`src/rtl/lcc_pkg.sv`:
```
// Shared types, coefficients and defaults for the two-channel lux calculator.
package lcc_pkg;

    // default parameter values
    localparam int LUX_FRAC_BITS_DEF     = 8;
    localparam int RATIO_FRAC_BITS_DEF   = 12;
    localparam int POWER_TABLE_DEPTH_DEF = 64;

    // fixed formats
    localparam int COUNT_W   = 16;
    localparam int LUX_W     = 19;
    localparam int COEF_FRAC = 24;
    localparam int POW_W     = 14;
    localparam int PROD_W    = 36;

    // Q.24 coefficients
    localparam logic [19:0] C_A1 = 20'd510027;
    localparam logic [19:0] C_B1 = 20'd1040187;
    localparam logic [19:0] C_A2 = 20'd375810;
    localparam logic [19:0] C_B2 = 20'd520094;
    localparam logic [19:0] C_A3 = 20'd214748;
    localparam logic [19:0] C_B3 = 20'd256691;
    localparam logic [19:0] C_A4 = 20'd24495;
    localparam logic [19:0] C_B4 = 20'd18790;

    // ratio bands
    typedef enum logic [2:0] {
        BAND_POW,
        BAND_LIN2,
        BAND_LIN3,
        BAND_LIN4,
        BAND_ZERO
    } t_band;

    typedef struct packed {
        logic [COUNT_W-1:0] broadband_count;
        logic [COUNT_W-1:0] infrared_count;
    } t_in_item;

    typedef struct packed {
        logic [LUX_W-1:0] lux;
        logic             is_light;
        logic             zero_count_error;
    } t_out_item;

    // per-item data carried down the pipeline
    typedef struct packed {
        logic [COUNT_W-1:0] ch0;
        logic [COUNT_W-1:0] ch1;
        t_band              band;
        logic               err;
    } t_meta;

endpackage

```
`src/rtl/lcc_pow_interp.sv`:
```
// r^1.4 lookup with linear interpolation, two pipeline stages.
module lcc_pow_interp #(
    parameter int RATIO_FRAC_BITS   = lcc_pkg::RATIO_FRAC_BITS_DEF,
    parameter int POWER_TABLE_DEPTH = lcc_pkg::POWER_TABLE_DEPTH_DEF
) (
    input  logic                           i_clk,
    input  logic                           i_rst_n,
    input  logic                           i_en,
    input  logic                           i_valid,
    input  lcc_pkg::t_meta                 i_meta,
    input  logic [RATIO_FRAC_BITS-1:0]     i_ratio,
    output logic                           o_valid,
    output lcc_pkg::t_meta                 o_meta,
    output logic [lcc_pkg::POW_W-1:0]      o_pow
);
    import lcc_pkg::*;

    localparam int SCALE  = 2 * POWER_TABLE_DEPTH;
    localparam int SCL_W  = $clog2(SCALE + 1);
    localparam int POS_W  = RATIO_FRAC_BITS + SCL_W;
    localparam int IDX_W  = POS_W - RATIO_FRAC_BITS;
    localparam int TIDX_W = $clog2(POWER_TABLE_DEPTH + 1);

    // largest y below 2^14 with y^5 <= 2^63 * (k/D)^7, floored at each step
    function automatic logic [POW_W-1:0] f_pow(input int k);
        logic [127:0]     v;
        logic [127:0]     c;
        logic [127:0]     c5;
        logic [POW_W-1:0] y;
        v = 128'd1 << 63;
        y = '0;
        for (int i = 0; i < 7; i++) begin
            v = (v * k) / POWER_TABLE_DEPTH;
        end
        for (int b = POW_W - 1; b >= 0; b--) begin
            c  = {{(128-POW_W){1'b0}}, y | (POW_W'(1) << b)};
            c5 = c * c * c * c * c;
            if (c5 <= v) begin
                y = c[POW_W-1:0];
            end
        end
        return y;
    endfunction

    logic [POW_W-1:0] w_tbl [0:POWER_TABLE_DEPTH];

    for (genvar g = 0; g <= POWER_TABLE_DEPTH; g++) begin : g_tbl
        assign w_tbl[g] = f_pow(g);
    end

    logic [POS_W-1:0]           w_pos;
    logic [IDX_W-1:0]           w_idx;
    logic [RATIO_FRAC_BITS-1:0] w_frac;
    logic [TIDX_W-1:0]          w_tidx;
    logic [POW_W-1:0]           n_lo;
    logic [POW_W-1:0]           n_diff;
    logic [RATIO_FRAC_BITS-1:0] n_frac;

    // stage 1: table position, two reads
    always_comb begin
        w_pos  = POS_W'(i_ratio) * POS_W'(SCALE);
        w_idx  = w_pos[POS_W-1:RATIO_FRAC_BITS];
        w_frac = w_pos[RATIO_FRAC_BITS-1:0];
        if (w_idx >= IDX_W'(POWER_TABLE_DEPTH)) begin
            w_tidx = TIDX_W'(POWER_TABLE_DEPTH);
            n_lo   = w_tbl[w_tidx];
            n_diff = '0;
            n_frac = '0;
        end else begin
            w_tidx = w_idx[TIDX_W-1:0];
            n_lo   = w_tbl[w_tidx];
            n_diff = w_tbl[w_tidx + TIDX_W'(1)] - w_tbl[w_tidx];
            n_frac = w_frac;
        end
    end

    logic                       r_v1;
    t_meta                      r_m1;
    logic [POW_W-1:0]           r_lo;
    logic [POW_W-1:0]           r_diff;
    logic [RATIO_FRAC_BITS-1:0] r_frac;
    logic                       r_v2;
    t_meta                      r_m2;
    logic [POW_W-1:0]           r_pow;
    logic [POW_W+RATIO_FRAC_BITS-1:0] w_prod;
    logic [POW_W-1:0]           n_pow;

    // stage 2: interpolate with floored fraction
    always_comb begin
        w_prod = (POW_W+RATIO_FRAC_BITS)'(r_diff) * (POW_W+RATIO_FRAC_BITS)'(r_frac);
        n_pow  = r_lo + w_prod[POW_W+RATIO_FRAC_BITS-1:RATIO_FRAC_BITS];
    end

    always_ff @(posedge i_clk) begin
        if (!i_rst_n) begin
            r_v1 <= 1'b0;
            r_v2 <= 1'b0;
        end else if (i_en) begin
            r_v1 <= i_valid;
            r_v2 <= r_v1;
        end
    end

    always_ff @(posedge i_clk) begin
        if (i_en) begin
            r_m1   <= i_meta;
            r_lo   <= n_lo;
            r_diff <= n_diff;
            r_frac <= n_frac;
            r_m2   <= r_m1;
            r_pow  <= n_pow;
        end
    end

    assign o_valid = r_v2;
    assign o_meta  = r_m2;
    assign o_pow   = r_pow;

endmodule

```
`config.mk`:
```
export PLATFORM = sky130hd
export DESIGN_NAME = lcc_pow_interp
export DESIGN_NICKNAME = d
export VERILOG_FILES = /design/src/rtl/lcc_pkg.sv /design/src/rtl/lcc_pow_interp.sv
export SDC_FILE = /design/constraint.sdc
export NUM_CORES = 1
export LEC_CHECK = 0
export ABC_AREA = 0
export BUFFER_PORTS_ARGS = -buffer_cell sky130_fd_sc_hd__buf_4
export CAP_MARGIN = 15
export CORE_UTILIZATION = 35
export DETAILED_ROUTE_END_ITERATION = 8
export PLACE_DENSITY_LB_ADDON = 0.08
export SETUP_SLACK_MARGIN = 0.5
export SLEW_MARGIN = 20
export SYNTH_ARGS = -nofsm -noshare
export SYNTH_HDL_FRONTEND = slang
export SYNTH_SLANG_ARGS = --single-unit
```
`constraint.sdc`:
```
create_clock -name i_clk -period 17.9 [get_ports i_clk]
set_input_delay 3.58 -clock i_clk [delete_from_list [all_inputs] [get_ports i_clk]]
set_output_delay 3.58 -clock i_clk [all_outputs]
set_load 0.1 [all_outputs]
```
==> results of run 1 <==
-- worst max-delay path: cells and delay by family --
kind | cells | cell delay [ns]
adder cells (fa/ha/maj) | 3 | 1.44
multiplexers | 1 | 0.34
AO/OA/AOI/OAI | 7 | 1.34
AND/OR/NAND/NOR | 2 | 0.45
buffers and inverters | 4 | 1.27
-- registers in the layout (all words and copies together), names as in the netlist --
register	count
o_valid	1
o_meta	36
o_pow	14
r_v1	1
r_m1	36
r_frac	5
r_lo	13
r_diff	14
-- cells in the final DEF, fill, tap and decap left out, types with 6 or more instances in the layout --
master,instances
sky130_fd_sc_hd__a2111oi_0,7
sky130_fd_sc_hd__and2_1,59
sky130_fd_sc_hd__a31oi_1,10
sky130_fd_sc_hd__mux2i_1,9
sky130_fd_sc_hd__nor2b_1,17
sky130_fd_sc_hd__fa_1,40
sky130_fd_sc_hd__o21bai_1,6
sky130_fd_sc_hd__buf_4,110
sky130_fd_sc_hd__a21oi_1,47
sky130_fd_sc_hd__a21o_1,16
sky130_fd_sc_hd__o21ai_0,38
sky130_fd_sc_hd__nand3_1,12
sky130_fd_sc_hd__o21ai_1,22
sky130_fd_sc_hd__xnor2_1,30
sky130_fd_sc_hd__nor3_1,27
sky130_fd_sc_hd__nand2b_1,12
sky130_fd_sc_hd__inv_1,87
sky130_fd_sc_hd__mux4_2,7
sky130_fd_sc_hd__ha_1,104
sky130_fd_sc_hd__o21a_1,8
sky130_fd_sc_hd__edfxtp_1,118
sky130_fd_sc_hd__a211oi_1,25
sky130_fd_sc_hd__o211ai_1,14
sky130_fd_sc_hd__nor2_1,64
sky130_fd_sc_hd__xor2_1,7
sky130_fd_sc_hd__nand2_1,62
sky130_fd_sc_hd__clkbuf_16,17
-- metrics by stage --
step                      cells  worst slack, ns  total power [mW]  util, %  instance area (µm²)
after detailed placement   1428             9.26              1.69     39.5                11100
after CTS                  1459             9.66              2.04     41.6                11600
after global routing       1459             9.23              2.19     41.6                11600
after floorplan             997            10.64              1.43        -                10000
final                      1459             9.61              2.00     41.6                11600
after global placement     1428             9.37              1.68     39.5                11100
-- cells by family (layout without fill, tap and decap cells) --
group                      Yosys count  after routing
DFF                                120            120
xor gates and xnor gates            41             41
buffers and inverters              151            235
and+or+nand+nor                    278            278
muxes                               17             17
adders and majority gates          144            144
AOI/OAI and AO/OA                  246            246
-- cell type report --
type / count / area [µm²]
Timing Repair Buffer: 110 / 826
Inverter: 94 / 355
Clock inverter: 14 / 150
Sequential cell: 120 / 3580
Clock buffer: 17 / 425
Multi-Input combinational cell: 726 / 5830
Fill cell: 2785 / 16400
Tap cell: 378 / 473
-- power by group --
group | internal, mW | switching (mW) | total, mW
Combinational | 0.494 | 0.751 | 1.25
Clock | 0.205 | 0.131 | 0.336
Sequential | 0.400 | 0.0200 | 0.420
-- routing by layer --
layer,vias up,GRT usage (%)
met5,-,0
met4,0,5.28
met3,24,2.14
met2,173,29.7
met1,3624,22.7
li1,3720,-
-- worst min-delay path by stage --
stage                  start  cells after the start          to
detailed placement  r_m1[17]                      0  o_meta[17]
CTS                 r_m1[15]                      0  o_meta[15]
finish              r_m1[20]                      0  o_meta[20]
global route        r_m1[23]                      0  o_meta[23]
floorplan            r_m1[0]                      0   o_meta[0]
global placement     r_m1[6]                      0   o_meta[6]
==> flow_summary.ini, run 1 <==
[outcome]
status = finished clean

[synth]
post_synth.cell_area_avg_um2 = 10.1
yosysSeqAreaShare_pct = 35.7
synth-edff-count = 118
asyncSetResetFlopFracSynth_pct = 0
register_bit_count_reported_by_yosys = 120
synth.net_count = 1193
synth-simple-area-share_pct = 13.9
top_cells_by_area_in_the_synthesized_netlist = sky130_fd_sc_hd__edfxtp_1 (35%), sky130_fd_sc_hd__ha_1 (13%), sky130_fd_sc_hd__fa_1 (8.0%), sky130_fd_sc_hd__and2_1 (3.7%), sky130_fd_sc_hd__inv_1 (3.3%)
portion_of_netlist_area_occupied_by_mux_cells_pct = 2.58
yosys.area_share.adder_pct = 20.9
yosysTopAreaCellShare_pct = 35.3
synth_xor_area_share_pct = 4.21
synth-main-ff-cell = sky130_fd_sc_hd__edfxtp_1
ys_warn_count = 0
combinational_family_with_the_most_area_after_synthesis = adder cells
synth_common_cells = sky130_fd_sc_hd__edfxtp_1 (118), sky130_fd_sc_hd__ha_1 (104), sky130_fd_sc_hd__inv_1 (87), sky130_fd_sc_hd__nor2_1 (64), sky130_fd_sc_hd__nand2_1 (62)
synth.cell_area_um2 = 10000
post_synth_num_cell_types = 72
synthesized_area_fraction_occupied_by_ao_oa_aoi_and_oai_cells_pct = 16.4
synth_top_cell_by_area = sky130_fd_sc_hd__edfxtp_1
syn-instance-count = 997
yosysMostFrequentCell = sky130_fd_sc_hd__edfxtp_1

[clock_network]
cts.hold.buffers_added = 0
numClockSinks = 120
htreeDepth = 4
cts-root-to-sink-buffers = 2
clk_pin_slew_worst_paths_ns = 0.06
cts_buffers = 17
postCtsSetupRepairBufs = 0
cts_root_buf = sky130_fd_sc_hd__clkbuf_16
ctsResizeCount = 0
clock_latency_ns = 0.41
tritoncts_clock_tree = done

[timing]
finalSetupViolations = 0
worst-slew-pin-transition_ns = 0.948
finalHoldWorstSlack_ns = 0.415
slew_headroom_pct = 36.8
final_min_period_over_clock_period_pct = 46.3
rsz_0062_raised_after_global_routing = false
maxClockFrequency_ghz = 0.121
report.final.hold_viol_count = 0
timing.setup.tns_ns = 0
report.final.slew_viol_count = 0
final_period_demand_of_the_worst_path_ns = 8.29
fin_skew_ns = 0.0137

[layout]
area_growth_pct = 15.9
drive_gt1_share_pct = 15.6
antenna_cells_inserted = 0
final_nets = 1265

[drt]
drt_initial_violations = 627
max_used_layer = met4
final_antenna_net_count = 0
remaining_drcs = 0
detail_route.vias_per_cell = 5.17
routed-via-count = 7541
met2_wirelength_um = 12300
totalWireLength_um = 24700
drt-met1-wl_um = 11100
length_of_the_first_detailed_routing_pass_in_iterations = 5
routedWlPerCell_um = 16.9
detailroute.wirelength.met3_um = 935

[run]
cap_violations = 0

[setup_path]
worst-path-max-fanout = 34
crit_path_end_kind = flip-flop
r2r_setup_slack_ns = 11.45
startpoint_type = input pin
cp_slowest_stage_delay_ns = 0.75
cp_data_arrival_time_ns = 8.45
critical-path-slowest-cell = sky130_fd_sc_hd__ha_1
timing.rr.end = o_pow[13]
timing.setup.critical_path_class = in2reg
worstPathCellList = buf_4 > ha_1 > inv_1 > ha_1 > buf_4 > inv_1 > nor3_1 > a2111oi_0 > a311o_1 > o311a_1 > ha_1 > nor2b_1 > o21a_1 > o21ai_1 > a21oi_1 > o21ai_1 > mux2_1
critical_path.most_common_cell = sky130_fd_sc_hd__ha_1
rr_worst_depth = 22
startpoint = i_ratio[5]
rr_startpoint = r_frac[11]
cp-endpoint = r_diff[12]
timing.critical_path.required_ns = 18.05

[global_routing]
overflow = 0
wire_length_of_the_first_global_routing_pass_um = 39300
grt.total_usage_pct = 17.4
grt_max_degree = 77
grt_antenna_before_repair = 0
first_global_vias = 7184

[power]
power_per_cell_area_nw_per_um2 = 172
power_leakage_nw = 4.92
peak_vdd_ir_v = 0.000115

[placed_design]
io_buffers = 102
dp_hpwl_um = 18300
globalplace.congestion = 0.844

[die]
core_area_um2 = 28000
die_width_um = 171
design.portCount = 103
initial_core_util_pct = 35.9
fp.dieArea_um2 = 29400
die_height_um = 171
placementRows = 61

[hold_path]
hp-class = reg2reg
(Power assumes the default switching activity.)
==> inputs of run 2 (changes only) <==
Clock period 17.9 ns to 8.6 ns, I/O delays scaled along.
==> run 2 against run 1 <==
Effect of this change: routed wire length increased by 1.9%; design area unchanged; critical path depth increased by 4; utilization unchanged; flip-flop and latch count unchanged; power increased by 110%; worst hold slack improved by 0.0047 ns; via count decreased by 0.13%; critical endpoint is now o_pow[11]; highest routed layer unchanged.
==> flow_summary.ini, run 2 (synthesis gave the netlist of run 1 again) <==
[drt]
length_of_the_first_detailed_routing_pass_in_iterations = 5
routedWlPerCell_um = 17.2
routed-via-count = 7531
detail_route.vias_per_cell = 5.15
remaining_drcs = 0
totalWireLength_um = 25200
final_antenna_net_count = 0
drt_initial_violations = 675

[run]
cap_violations = 0

[clock_network]
postCtsSetupRepairBufs = 0
cts_buffers = 17
ctsResizeCount = 0
cts_root_buf = sky130_fd_sc_hd__clkbuf_16
cts-root-to-sink-buffers = 2
numClockSinks = 120
clk_pin_slew_worst_paths_ns = 0.07
cts.hold.buffers_added = 0
tritoncts_clock_tree = done
clock_latency_ns = 0.41
htreeDepth = 4

[timing]
report.final.hold_viol_count = 0
finalSetupViolations = 0
maxClockFrequency_ghz = 0.157
fin_skew_ns = 0.0167
timing.setup.tns_ns = 0
worst-slew-pin-transition_ns = 0.948
slew_headroom_pct = 36.8
final_period_demand_of_the_worst_path_ns = 6.38
final_min_period_over_clock_period_pct = 74.2
rsz_0062_raised_after_global_routing = false
finalHoldWorstSlack_ns = 0.420
report.final.slew_viol_count = 0

[power]
p_seq_share_pct = 20.9
power_leakage_nw = 4.91
power_per_cell_area_nw_per_um2 = 358
p_int_mw = 2.27
clkPwrFrac_pct = 16.6
power.switching_mw = 1.90
peak_vdd_ir_v = 0.000257
power.total_mw = 4.17
power.switching_fraction_pct = 45.5
combinationalPowerShare_pct = 62.5

[setup_path]
critical-path-slowest-cell = sky130_fd_sc_hd__edfxtp_1
rr_startpoint = r_frac[11]
category_of_cells_accounting_for_the_largest_share_of_critical_path_delay = adder cells
cp_slowest_stage_delay_ns = 0.57
timing.setup.critical_path_class = reg2reg
crit_path_end_kind = flip-flop
worst-path-max-fanout = 14
startpoint_type = flip-flop
worstPathCellList = and2_1 > fa_1 > fa_1 > inv_1 > fa_1 > inv_1 > ha_1 > ha_1 > ha_1 > fa_1 > a21o_1 > a21oi_1 > o21bai_1 > a21oi_1 > xnor2_1 > ha_1 > or4_4 > o22a_1 > a311oi_2 > a21oi_2 > xor2_1
cp_data_arrival_time_ns = 6.54
cp.buffers_inverters = 2
timing.critical_path.required_ns = 8.76
startpoint = r_frac[11]

[placed_design]
io_buffers = 102
dp_hpwl_um = 18600
globalplace.congestion = 0.857
numPlacedInstances = 1429

[global_routing]
grt_max_degree = 77
grt.total_usage_pct = 17.8
grt_antenna_before_repair = 0
overflow = 0
first_global_vias = 7278
wire_length_of_the_first_global_routing_pass_um = 40500

[die]
initial_core_util_pct = 35.9
placementRows = 61
die_width_um = 171
fp.dieArea_um2 = 29400
die_height_um = 171
core_area_um2 = 28000
design.portCount = 103

[layout]
commonest_cells_after_routing_fill_and_taps_aside = sky130_fd_sc_hd__edfxtp_1 (118), sky130_fd_sc_hd__buf_4 (111), sky130_fd_sc_hd__ha_1 (104)
final_nets = 1266
area_growth_pct = 15.9
fillerInstances = 2805
finish.cell_count_without_fillers = 1461
drive_gt1_share_pct = 15.7
seqCellArea_um2 = 3580
multiInputGateArea_um2 = 5830
most_common_library_cell_in_the_layout_ignoring_fill_and_taps = sky130_fd_sc_hd__edfxtp_1
antenna_cells_inserted = 0

[outcome]
status = finished clean

[hold_path]
min_from = r_m1[19]
hp-class = reg2reg
## run 2: changes by cell type in the layout (fill, tap and decap cells not counted)
cell | previous run | this run
sky130_fd_sc_hd__clkinv_4 | 5 | 2
sky130_fd_sc_hd__inv_6 | 3 | 5
sky130_fd_sc_hd__inv_8 | 0 | 2
sky130_fd_sc_hd__clkbuf_1 | 0 | 1
sky130_fd_sc_hd__clkinv_2 | 4 | 2
sky130_fd_sc_hd__bufinv_16 | 2 | 1
sky130_fd_sc_hd__clkinvlp_4 | 0 | 2
sky130_fd_sc_hd__buf_4 | 110 | 111
## run 2: metrics by stage
step | worst slack [ns] | cell area [µm²] | utilization [%]
finish | 2.22 | 11600 | 41.6
CTS | 2.21 | 11600 | 41.6
detailed placement | 2.23 | 11100 | 39.5
global route | 1.90 | 11600 | 41.6
global placement | 2.28 | 11100 | 39.5
floorplan | 2.54 | 10000 | -
## run 2: per-layer routing
layer  vias up  global-route usage, %  routed length, µm
met5         -                      0                  0
met2       156                   30.3              12600
li1       3712                      -                  -
met1      3645                   24.4              11600
met4         0                   3.92                201
met3        18                   1.91                812
## run 2: power groups by stage
stage,sequential (mW),clock (mW),combinational (mW)
finish,0.872,0.691,2.60
global placement,0.886,0,2.63
floorplan,1.21,0,1.76
global route,0.884,0.732,2.91
detailed placement,0.886,0,2.63
CTS,0.874,0.710,2.64
## run 2: worst paths after layout
check | end | slack (ns) | cells past startpoint
worst max-delay path | o_pow[11] | 2.22 | 21
worst min register to register | o_meta[19] | 0.42 | 0
worst min-delay path | o_meta[19] | 0.42 | 0
worst max register to register | o_pow[11] | 2.22 | 21
## run 2: final cells by class
type	instances	area share, %
clock inverters	14	1.19
inverters	94	3.05
multi-input cells	726	50.1
clock buffers	18	3.69
flip-flops and latches	120	30.8
repair buffers	111	7.16
well taps	378	4.06
