File: src/rtl/lcc_pkg.sv
// Shared types, coefficients and defaults for the two-channel lux calculator.
package lcc_pkg;

    // default parameter values
    localparam int LUX_FRAC_BITS_DEF     = 8;
    localparam int RATIO_FRAC_BITS_DEF   = 12;
    localparam int POWER_TABLE_DEPTH_DEF = 64;

    // fixed formats
    localparam int COUNT_W   = 16;
    localparam int LUX_W     = 19;
    localparam int COEF_FRAC = 24;
    localparam int POW_W     = 14;
    localparam int PROD_W    = 36;

    // Q.24 coefficients
    localparam logic [19:0] C_A1 = 20'd510027;
    localparam logic [19:0] C_B1 = 20'd1040187;
    localparam logic [19:0] C_A2 = 20'd375810;
    localparam logic [19:0] C_B2 = 20'd520094;
    localparam logic [19:0] C_A3 = 20'd214748;
    localparam logic [19:0] C_B3 = 20'd256691;
    localparam logic [19:0] C_A4 = 20'd24495;
    localparam logic [19:0] C_B4 = 20'd18790;

    // ratio bands
    typedef enum logic [2:0] {
        BAND_POW,
        BAND_LIN2,
        BAND_LIN3,
        BAND_LIN4,
        BAND_ZERO
    } t_band;

    typedef struct packed {
        logic [COUNT_W-1:0] broadband_count;
        logic [COUNT_W-1:0] infrared_count;
    } t_in_item;

    typedef struct packed {
        logic [LUX_W-1:0] lux;
        logic             is_light;
        logic             zero_count_error;
    } t_out_item;

    // per-item data carried down the pipeline
    typedef struct packed {
        logic [COUNT_W-1:0] ch0;
        logic [COUNT_W-1:0] ch1;
        t_band              band;
        logic               err;
    } t_meta;

endpackage

File: src/rtl/lcc_div_cell.sv
// One restoring-division cell: produces one ratio quotient bit per stage.
module lcc_div_cell #(
    parameter int RATIO_FRAC_BITS = lcc_pkg::RATIO_FRAC_BITS_DEF
) (
    input  logic                                i_clk,
    input  logic                                i_rst_n,
    input  logic                                i_en,
    input  logic                                i_valid,
    input  lcc_pkg::t_meta                      i_meta,
    input  logic [lcc_pkg::COUNT_W-1:0]         i_rem,
    input  logic [RATIO_FRAC_BITS-1:0]          i_quo,
    output logic                                o_valid,
    output lcc_pkg::t_meta                      o_meta,
    output logic [lcc_pkg::COUNT_W-1:0]         o_rem,
    output logic [RATIO_FRAC_BITS-1:0]          o_quo
);
    import lcc_pkg::*;

    logic                       r_valid;
    t_meta                      r_meta;
    logic [COUNT_W-1:0]         r_rem;
    logic [RATIO_FRAC_BITS-1:0] r_quo;
    logic [COUNT_W:0]           w_shift;
    logic [COUNT_W:0]           w_sub;
    logic [COUNT_W-1:0]         n_rem;
    logic [RATIO_FRAC_BITS-1:0] n_quo;

    // shift, trial subtract, restore
    always_comb begin
        w_shift = {i_rem, 1'b0};
        w_sub   = w_shift - {1'b0, i_meta.ch0};
        if (w_shift >= {1'b0, i_meta.ch0}) begin
            n_rem = w_sub[COUNT_W-1:0];
            n_quo = {i_quo[RATIO_FRAC_BITS-2:0], 1'b1};
        end else begin
            n_rem = w_shift[COUNT_W-1:0];
            n_quo = {i_quo[RATIO_FRAC_BITS-2:0], 1'b0};
        end
    end

    always_ff @(posedge i_clk) begin
        if (!i_rst_n) begin
            r_valid <= 1'b0;
        end else if (i_en) begin
            r_valid <= i_valid;
        end
    end

    always_ff @(posedge i_clk) begin
        if (i_en) begin
            r_meta <= i_meta;
            r_rem  <= n_rem;
            r_quo  <= n_quo;
        end
    end

    assign o_valid = r_valid;
    assign o_meta  = r_meta;
    assign o_rem   = r_rem;
    assign o_quo   = r_quo;

endmodule

File: config.mk
export PLATFORM = sky130hd
export DESIGN_NAME = lcc_div_cell
export DESIGN_NICKNAME = d
export VERILOG_FILES = /design/src/rtl/lcc_pkg.sv /design/src/rtl/lcc_div_cell.sv
export SDC_FILE = /design/constraint.sdc
export NUM_CORES = 1
export LEC_CHECK = 0
export ABC_AREA = 1
export BUFFER_PORTS_ARGS = -buffer_cell sky130_fd_sc_hd__buf_2
export CORE_UTILIZATION = 40
export DETAILED_ROUTE_END_ITERATION = 10
export PLACE_DENSITY_LB_ADDON = 0.25
export SLEW_MARGIN = 20
export SYNTH_ARGS = -nofsm -noshare
export SYNTH_HDL_FRONTEND = slang
export SYNTH_SLANG_ARGS = --single-unit
File: constraint.sdc
create_clock -name i_clk -period 3.9 [get_ports i_clk]
set_input_delay 0.78 -clock i_clk [delete_from_list [all_inputs] [get_ports i_clk]]
set_output_delay 0.78 -clock i_clk [all_outputs]
set_load 0.03 [all_outputs]
==> flow_summary.json, run 1 <==
{
  "outcome": "finished, final reports clean",
  "critPathRequiredTime_ns": 3.99,
  "synth_area_leaders": "edfxtp_1 59%, nand2_1 12%, inv_1 6.4%",
  "die_h_um": 92.6,
  "finalSetupViolations": 0,
  "hold_class": "reg -> reg",
  "fmax_mhz": 432,
  "grt_pass1_wl_mm": 11.6,
  "power.density_nw_per_um2": 434,
  "synth_flop_cell": "edfxtp_1",
  "p_total_mw": 1.84,
  "place_inst": 560,
  "io_pins": 133,
  "finalClockSkew_ns": 0,
  "holdWs_ns": 0.554,
  "hold_viol": 0,
  "worstMarginPinSlew_ns": 0.469,
  "vias": 2624,
  "htreeDepth": 3,
  "rsz0062_at_grt": "no",
  "syn_avg_cell_area_sq_um": 10.0,
  "layout.core_utilization": 0.540,
  "synth_top_cell_area_share": 0.586,
  "gp_congestion": 0.897,
  "cap_viol_max_count": 0,
  "viasPerCell": 4.56,
  "cts_tree": "built",
  "dpl.hpwl_mm": 5.77,
  "design.final.nets": 554,
  "yosys_warnings": 0,
  "final.setup.tns_ns": 0,
  "routedWlPerCell_um": 12.5,
  "critPathKind": "in -> reg",
  "ys_seq_area_frac": 0.592,
  "synth-async-reset-ratio": 0,
  "slew-limit-headroom": 0.687,
  "grt_usage": 0.176,
  "clock_latency_ns": 0.32,
  "syn_area_sq_um": 3280,
  "start_kind": "primary input",
  "antenna_left": 0,
  "drc": 0,
  "rows": 32,
  "numCtsBuffers": 9,
  "leakagePower_nw": 2.13,
  "cp.arrival_ns": 2.40,
  "drtIter0Drc": 100,
  "yosysUniqueCellTypes": 25,
  "clock_sinks": 65,
  "yosys.area.top_type": "edfxtp_1",
  "grt_pass1_vias": 2531,
  "clk_pin_slew_ns": 0.07,
  "fp.dieW_um": 92.6,
  "drive_above_1_share": 0.359,
  "overflow": 0,
  "cp-end-kind": "flop",
  "ys_ff_latch": 65,
  "ir_worst_vdd_uv": 146,
  "synth_cells": 328,
  "grt_max_degree": 28,
  "synth_common_cells": "106 x nand2_1, 64 x edfxtp_1, 56 x inv_1, 16 x ha_1, 16 x nand3_1",
  "wl_mm": 7.21,
  "final_max_slew_viol_count": 0,
  "cts_resized": 0,
  "synth.most_common_cell": "nand2_1",
  "syn-num-nets": 413,
  "clock_path_buffers": 2,
  "antennaDiodeCount": 0,
  "first_pass_iters": 4,
  "cts_root_buf": "clkbuf_8",
  "design.core.area_sq_um": 7850,
  "io_buffers": 131,
  "cts_setup_buffers": 0,
  "antenna_found_initial": 0,
  "synth_edf_count": 64,
  "fin_cells": 575,
  "die_area_sq_um": 8570,
  "area_growth_pct": 29.1,
  "hold_buffers": 0,
  "worstPathMaxFanout": 18,
  "initial_core_util": 0.418,
  "period_needed_ns": 2.32,
  "fin_crit_sh": 0.594
}
-- state kept, by name (all words and copies together) (netlist names) --
signal	count
o_rem	16
o_valid	1
o_quo	12
o_meta	36
-- area by class of cell --
class / instances / area (sq um)
Fill cell: 745 / 3610
Multi-Input combinational cell: 203 / 1100
Timing Repair Buffer: 133 / 671
Sequential cell: 65 / 1940
Clock buffer: 9 / 124
Tap cell: 102 / 128
Inverter: 57 / 216
Clock inverter: 6 / 60.1
-- routing by layer --
| layer | track usage | part of all wire | up-vias |
|---|---|---|---|
| li1 | - | - | 1341 |
| met1 | 0.210 | 0.43 | 1157 |
| met2 | 0.304 | 0.47 | 114 |
| met3 | 0.0484 | 0.077 | 12 |
| met4 | 0.0586 | 0.016 | 0 |
| met5 | 0 | 0 | - |
-- logic make-up after synthesis --
logic type	share of synthesized area
AND/OR/NAND/NOR	0.228
flip-flops	0.592
buffers and inverters	0.0743
adder cells (fa/ha/maj)	0.0671
AO/OA/AOI/OAI	0.0198
XOR/XNOR	0.0187
-- critical path, stage by stage --
cell and delay [ns]:
buf_2 0.09, inv_1 0.04, ha_1 0.40, nand2_1 0.14, nor2_2 0.16, nand2_1 0.09, nor3_2 0.13, nor2_2 0.07
nand2_4 0.20, inv_4 0.15, nand2_1 0.08, nand2_1 0.06
-- per-stage QoR --
| stage | cell area (sq um) | setup WS, ns |
|---|---|---|
| finish | 4240 | 1.58 |
| global route | 4240 | 1.39 |
| CTS | 4240 | 1.57 |
| detailed placement | 4050 | 1.20 |
| global placement | 4050 | 1.20 |
| floorplan | 3280 | 1.65 |
-- power breakdown --
group | total [mW] | switching, mW | internal [mW]
logic | 0.448 | 0.309 | 0.139
registers | 0.861 | 0.0137 | 0.847
clock network | 0.531 | 0.244 | 0.288
total | 1.84 | 0.567 | 1.27
-- worst paths after layout --
path | from | end | slack [ns] | cells past startpoint
min | o_valid$_SDFFE_PN0P_ | o_valid$_SDFFE_PN0P_ | 0.55 | 2
max reg2reg | o_valid$_SDFFE_PN0P_ | o_valid$_SDFFE_PN0P_ | 3.26 | 2
max | i_meta[29] | o_rem[15]$_DFFE_PP_ | 1.58 | 12
min reg2reg | o_valid$_SDFFE_PN0P_ | o_valid$_SDFFE_PN0P_ | 0.55 | 2
-- cells in the final DEF (no fill, tap or decap) --
master      synthesis  layout
nand2_4             1       1
nor3_1              1       1
buf_2               1     131
bufinv_16           0       1
ha_1               16      16
nand2_1           106     106
inv_1              56      56
buf_4               0       2
clkbuf_8            0       9
nor2_2              6       6
inv_4               1       1
nand2_2            11      11
and2_1              4       4
or2_1               1       1
xor2_1              5       5
nand3b_1            3       3
fa_1                1       1
clkinvlp_4          0       2
nand4_1             5       5
xnor2_1             2       2
edfxtp_1           64      64
a21oi_1            11      11
nand3_2             2       2
clkinv_2            0       3
nor2_1              9       9
nand3_1            16      16
o21ai_0             2       2
nor3_2              1       1
dfxtp_1             1       1
No activity file was read; power rests on OpenSTA's default activity.
==> inputs of run 2 (changes only) <==
clock period = 2.4 ns   (was 3.9 ns; I/O delays follow)
==> flow_summary.json, run 2 (synthesized netlist as in run 1, its figures left out) <==
{
  "outcome": "finished, final reports clean",
  "cap_viol_max_count": 0,
  "die_h_um": 92.6,
  "holdWs_ns": 0.307,
  "rr_endpoint": "o_valid$_SDFFE_PN0P_",
  "design.final.nets": 556,
  "htreeDepth": 3,
  "final.setup.tns_ns": 0,
  "fmax_mhz": 515,
  "use_met2": 0.302,
  "clock_path_buffers": 2,
  "grt_max_degree": 67,
  "numCtsBuffers": 9,
  "cts_root_buf": "clkbuf_8",
  "io_pins": 133,
  "hold_class": "in -> reg",
  "vias": 2651,
  "antenna_left": 0,
  "grt_usage": 0.182,
  "viasPerCell": 4.59,
  "place_area_sq_um": 4080,
  "hold_buffers": 0,
  "slew-limit-headroom": 0.762,
  "antenna_found_initial": 0,
  "gp_congestion": 0.942,
  "routedWlPerCell_um": 12.5,
  "antennaDiodeCount": 0,
  "wl_mm": 7.24,
  "clock_latency_ns": 0.34,
  "seq_area_sq_um": 1940,
  "p_total_mw": 3.15,
  "gr-usage-met1": 0.224,
  "cp-startpoint": "i_meta[29]",
  "n_fill_cell": 753,
  "cts_setup_buffers": 0,
  "final_common_cell": "buf_2",
  "area_growth_pct": 31.0,
  "leakagePower_nw": 2.16,
  "first_pass_iters": 6,
  "cts_tree": "built",
  "worstPathMaxFanout": 15,
  "finalClockSkew_ns": 0,
  "fin_crit_sh": 0.810,
  "dpl.hpwl_mm": 5.59,
  "r2r_cells": 2,
  "worstMarginPinSlew_ns": 0.357,
  "design.core.area_sq_um": 7850,
  "fp.dieW_um": 92.6,
  "start_kind": "primary input",
  "clk_pin_slew_ns": 0.08,
  "die_area_sq_um": 8570,
  "multi_input_area_sq_um": 1100,
  "hold_viol": 0,
  "largest_reg_flops": 36,
  "drtIter0Drc": 108,
  "fin_area_sq_um": 4300,
  "grt_use_met3": 0.0460,
  "initial_core_util": 0.418,
  "r2r_slack_ns": 1.77,
  "r2r_start": "o_valid$_SDFFE_PN0P_",
  "rows": 32,
  "clock_sinks": 65,
  "overflow": 0,
  "layout_common_cells": "131 x buf_2, 106 x nand2_1, 64 x edfxtp_1, 56 x inv_1",
  "cp.arrival_ns": 2.04,
  "period_needed_ns": 1.94,
  "finalSetupViolations": 0,
  "power.density_nw_per_um2": 733,
  "drive_above_1_share": 0.361,
  "grt_pass1_vias": 2593,
  "cts_resized": 0,
  "cp-end-kind": "flop",
  "critPathKind": "in -> reg",
  "grt.busiest_layer": "met2",
  "crit_end": "o_rem[15]$_DFFE_PP_",
  "ir_worst_vdd_uv": 250,
  "critPathRequiredTime_ns": 2.50,
  "drc": 0,
  "final_max_slew_viol_count": 0,
  "rsz0062_at_grt": "no",
  "io_buffers": 131,
  "grt_pass1_wl_mm": 12.0
}
## run 2: stage by stage
stage | std cells | util | setup slack, ns
finish | 578 | 0.548 | 0.457
global route | 578 | 0.548 | 0.325
CTS | 578 | 0.548 | 0.437
detailed placement | 562 | 0.520 | 0.0538
global placement | 562 | 0.520 | 0.112
floorplan | 328 | - | 0.448
## run 2: metal layers
layer / vias to the layer above / routed length [um]
li1: 1351 / -
met2: 109 / 3410
met1: 1177 / 3160
met3: 14 / 556
met4: 0 / 126
met5: - / 0
## run 2: report_power, final
group / internal [mW] / leakage, nW / total [mW] / switching, mW
Sequential: 1.38 / 0.634 / 1.40 / 0.0220
Clock: 0.588 / 0.103 / 1.02 / 0.428
Combinational: 0.232 / 1.42 / 0.736 / 0.504
Total: 2.20 / 2.16 / 3.15 / 0.954
## run 2: final cells by class
class                           instances  share of cell area
Clock buffer                           10              0.0297
Clock inverter                          6              0.0215
Inverter                               57              0.0503
Multi-Input combinational cell        203               0.255
Sequential cell                        65               0.452
Tap cell                              102              0.0297
Timing Repair Buffer                  135               0.162
## run 2: worst max-delay path, stage by stage
cell and delay, ns:
buf_2 0.08, inv_1 0.04, ha_1 0.41, nand2_1 0.14, nor2_2 0.16, nand2_1 0.09
nor3_2 0.14, nor2_2 0.07, nand2_4 0.15, inv_4 0.13, nand2_1 0.08, nand2_1 0.06
## run 2: how the worst min path moves through the flow
stage                              start                    to  slack (ns)  cells past startpoint
floorplan                           i_en  o_valid$_SDFFE_PN0P_        0.57                      1
CTS                            i_meta[3]   o_meta[3]$_DFFE_PP_        0.29                      1
finish                        i_meta[15]  o_meta[15]$_DFFE_PP_        0.31                      1
global placement    o_valid$_SDFFE_PN0P_  o_valid$_SDFFE_PN0P_        0.53                      2
global route                   i_meta[3]   o_meta[3]$_DFFE_PP_        0.28                      1
detailed placement  o_valid$_SDFFE_PN0P_  o_valid$_SDFFE_PN0P_        0.53                      2
==> inputs of run 3 (changes only) <==
clock period = 1.7 ns   (was 2.4 ns; I/O delays follow)
==> flow_summary.json, run 3 (synthesized netlist as in run 1, its figures left out) <==
{
  "r2r_cells": 2,
  "vias": 2808,
  "antenna_left": 0,
  "setup_slack_ns": 0.0975,
  "layout_common_cells": "131 x buf_2, 102 x nand2_1, 64 x edfxtp_1, 54 x inv_1, 49 x buf_4",
  "io_buffers": 131,
  "grt_usage": 0.196,
  "die_h_um": 92.6,
  "clk_pin_slew_ns": 0.07,
  "grt_max_degree": 44,
  "antenna_found_initial": 0,
  "slowest_stage": "ha_4",
  "cts_root_buf": "clkbuf_8",
  "seq_power_share": 0.439,
  "fin_area_sq_um": 4810,
  "p_sw_frac": 0.313,
  "die_area_sq_um": 8570,
  "clockPowerShare": 0.285,
  "grt_pass1_vias": 2636,
  "worstHoldPathCells": 1,
  "first_pass_iters": 4,
  "htreeDepth": 3,
  "topRoutingLayerUsed": "met4",
  "design.final.nets": 602,
  "numCtsBuffers": 9,
  "dp_worst_setup_slack_ns": -0.269,
  "ir_worst_vdd_uv": 330,
  "cts_tree": "built",
  "outcome": "finished, final reports clean",
  "routed-wl-met3_um": 552,
  "finalSetupViolations": 0,
  "rsz0062_at_grt": "no",
  "wl_met2_mm": 3.79,
  "worstMarginPinSlew_ns": 0.301,
  "viasPerCell": 4.50,
  "drive_above_1_share": 0.456,
  "wl_mm": 7.92,
  "drtIter0Drc": 73,
  "critPathRequiredTime_ns": 1.80,
  "antennaDiodeCount": 0,
  "place_inst": 608,
  "dpl.hpwl_mm": 6.28,
  "cap_viol_max_count": 0,
  "slew-limit-headroom": 0.799,
  "cp.arrival_ns": 1.70,
  "p_total_mw": 4.50,
  "hold_buffers": 0,
  "fin_cells": 624,
  "place_area_sq_um": 4620,
  "clock_path_buffers": 2,
  "clock_latency_ns": 0.34,
  "cts_setup_buffers": 0,
  "worstPathMaxFanout": 15,
  "cp-end-kind": "flop",
  "finalClockSkew_ns": 0,
  "hold_viol": 0,
  "internal_power_mw": 3.09,
  "start_kind": "primary input",
  "initial_core_util": 0.418,
  "rows": 32,
  "area_growth_pct": 46.5,
  "fin_crit_sh": 0.943,
  "largest_reg_flops": 36,
  "p_sw_mw": 1.41,
  "grt_pass1_wl_mm": 12.4,
  "layout.core_utilization": 0.613,
  "leakagePower_nw": 2.37,
  "holdWs_ns": 0.166,
  "drc": 0,
  "final_common_cell": "buf_2",
  "routedWlPerCell_um": 12.7,
  "critPathKind": "in -> reg",
  "wl_met1_mm": 3.45,
  "p_comb_frac": 0.275,
  "critical-path-max-stage-delay_ns": 0.27,
  "overflow": 0,
  "design.core.area_sq_um": 7850,
  "final_max_slew_viol_count": 0,
  "io_pins": 133,
  "final.setup.tns_ns": 0,
  "hold_class": "in -> reg",
  "fmax_mhz": 624,
  "gp_congestion": 0.846,
  "power.density_nw_per_um2": 935,
  "cts_resized": 0,
  "fp.dieW_um": 92.6,
  "period_needed_ns": 1.60,
  "clock_sinks": 65,
  "cp_cell_sequence": "buf_2, inv_1, ha_4, ha_1, nand4_1, nor3_2, nor2_2, nand2_4, inv_4, nand2_2, nand2_1"
}
==> run 3: changes by cell type in the layout (fill, tap and decap cells not counted), sizes merged <==
| cell | delta |
|---|---|
| bufinv | -1 |
| clkinv | +1 |
| buf | +46 |
==> run 3: per-layer routing <==
layer | vias to the layer above | GRT usage
met2 | 114 | 0.329
met3 | 11 | 0.0558
met5 | - | 0
li1 | 1441 | -
met4 | 0 | 0.0716
met1 | 1242 | 0.238
==> run 3: worst paths after layout <==
path	from	to	slack, ns
hold / removal	i_quo[6]	o_quo[7]$_DFFE_PP_	0.17
hold reg to reg	o_valid$_SDFFE_PN0P_	o_valid$_SDFFE_PN0P_	0.58
setup reg to reg	o_valid$_SDFFE_PN0P_	o_valid$_SDFFE_PN0P_	1.03
setup / recovery	i_meta[21]	o_rem[5]$_DFFE_PP_	0.1
==> run 3: final cells by class <==
cell class                      instances  area, sq um
Clock inverter                          6         58.8
Clock buffer                           10          128
Timing Repair Buffer                  181         1040
Sequential cell                        65         1940
Multi-Input combinational cell        203         1290
Tap cell                              102          128
Fill cell                             716         3040
Inverter                               57          224
==> run 3: power groups by stage <==
stage	logic, mW	registers, mW	clock network [mW]
2_1_floorplan	0.429	2.34	0
3_3_place_gp	1.23	2.01	0
3_5_place_dp	1.25	2.01	0
4_1_cts	1.25	1.98	1.31
5_1_grt	1.35	1.99	1.39
6_report	1.24	1.98	1.28
==> run 3: worst max-delay path: cells and delay by family <==
kind                       cells  cell delay (ns)
and+or+nand+nor                6             0.64
buffers and inverters          3             0.30
adders and majority gates      2             0.43
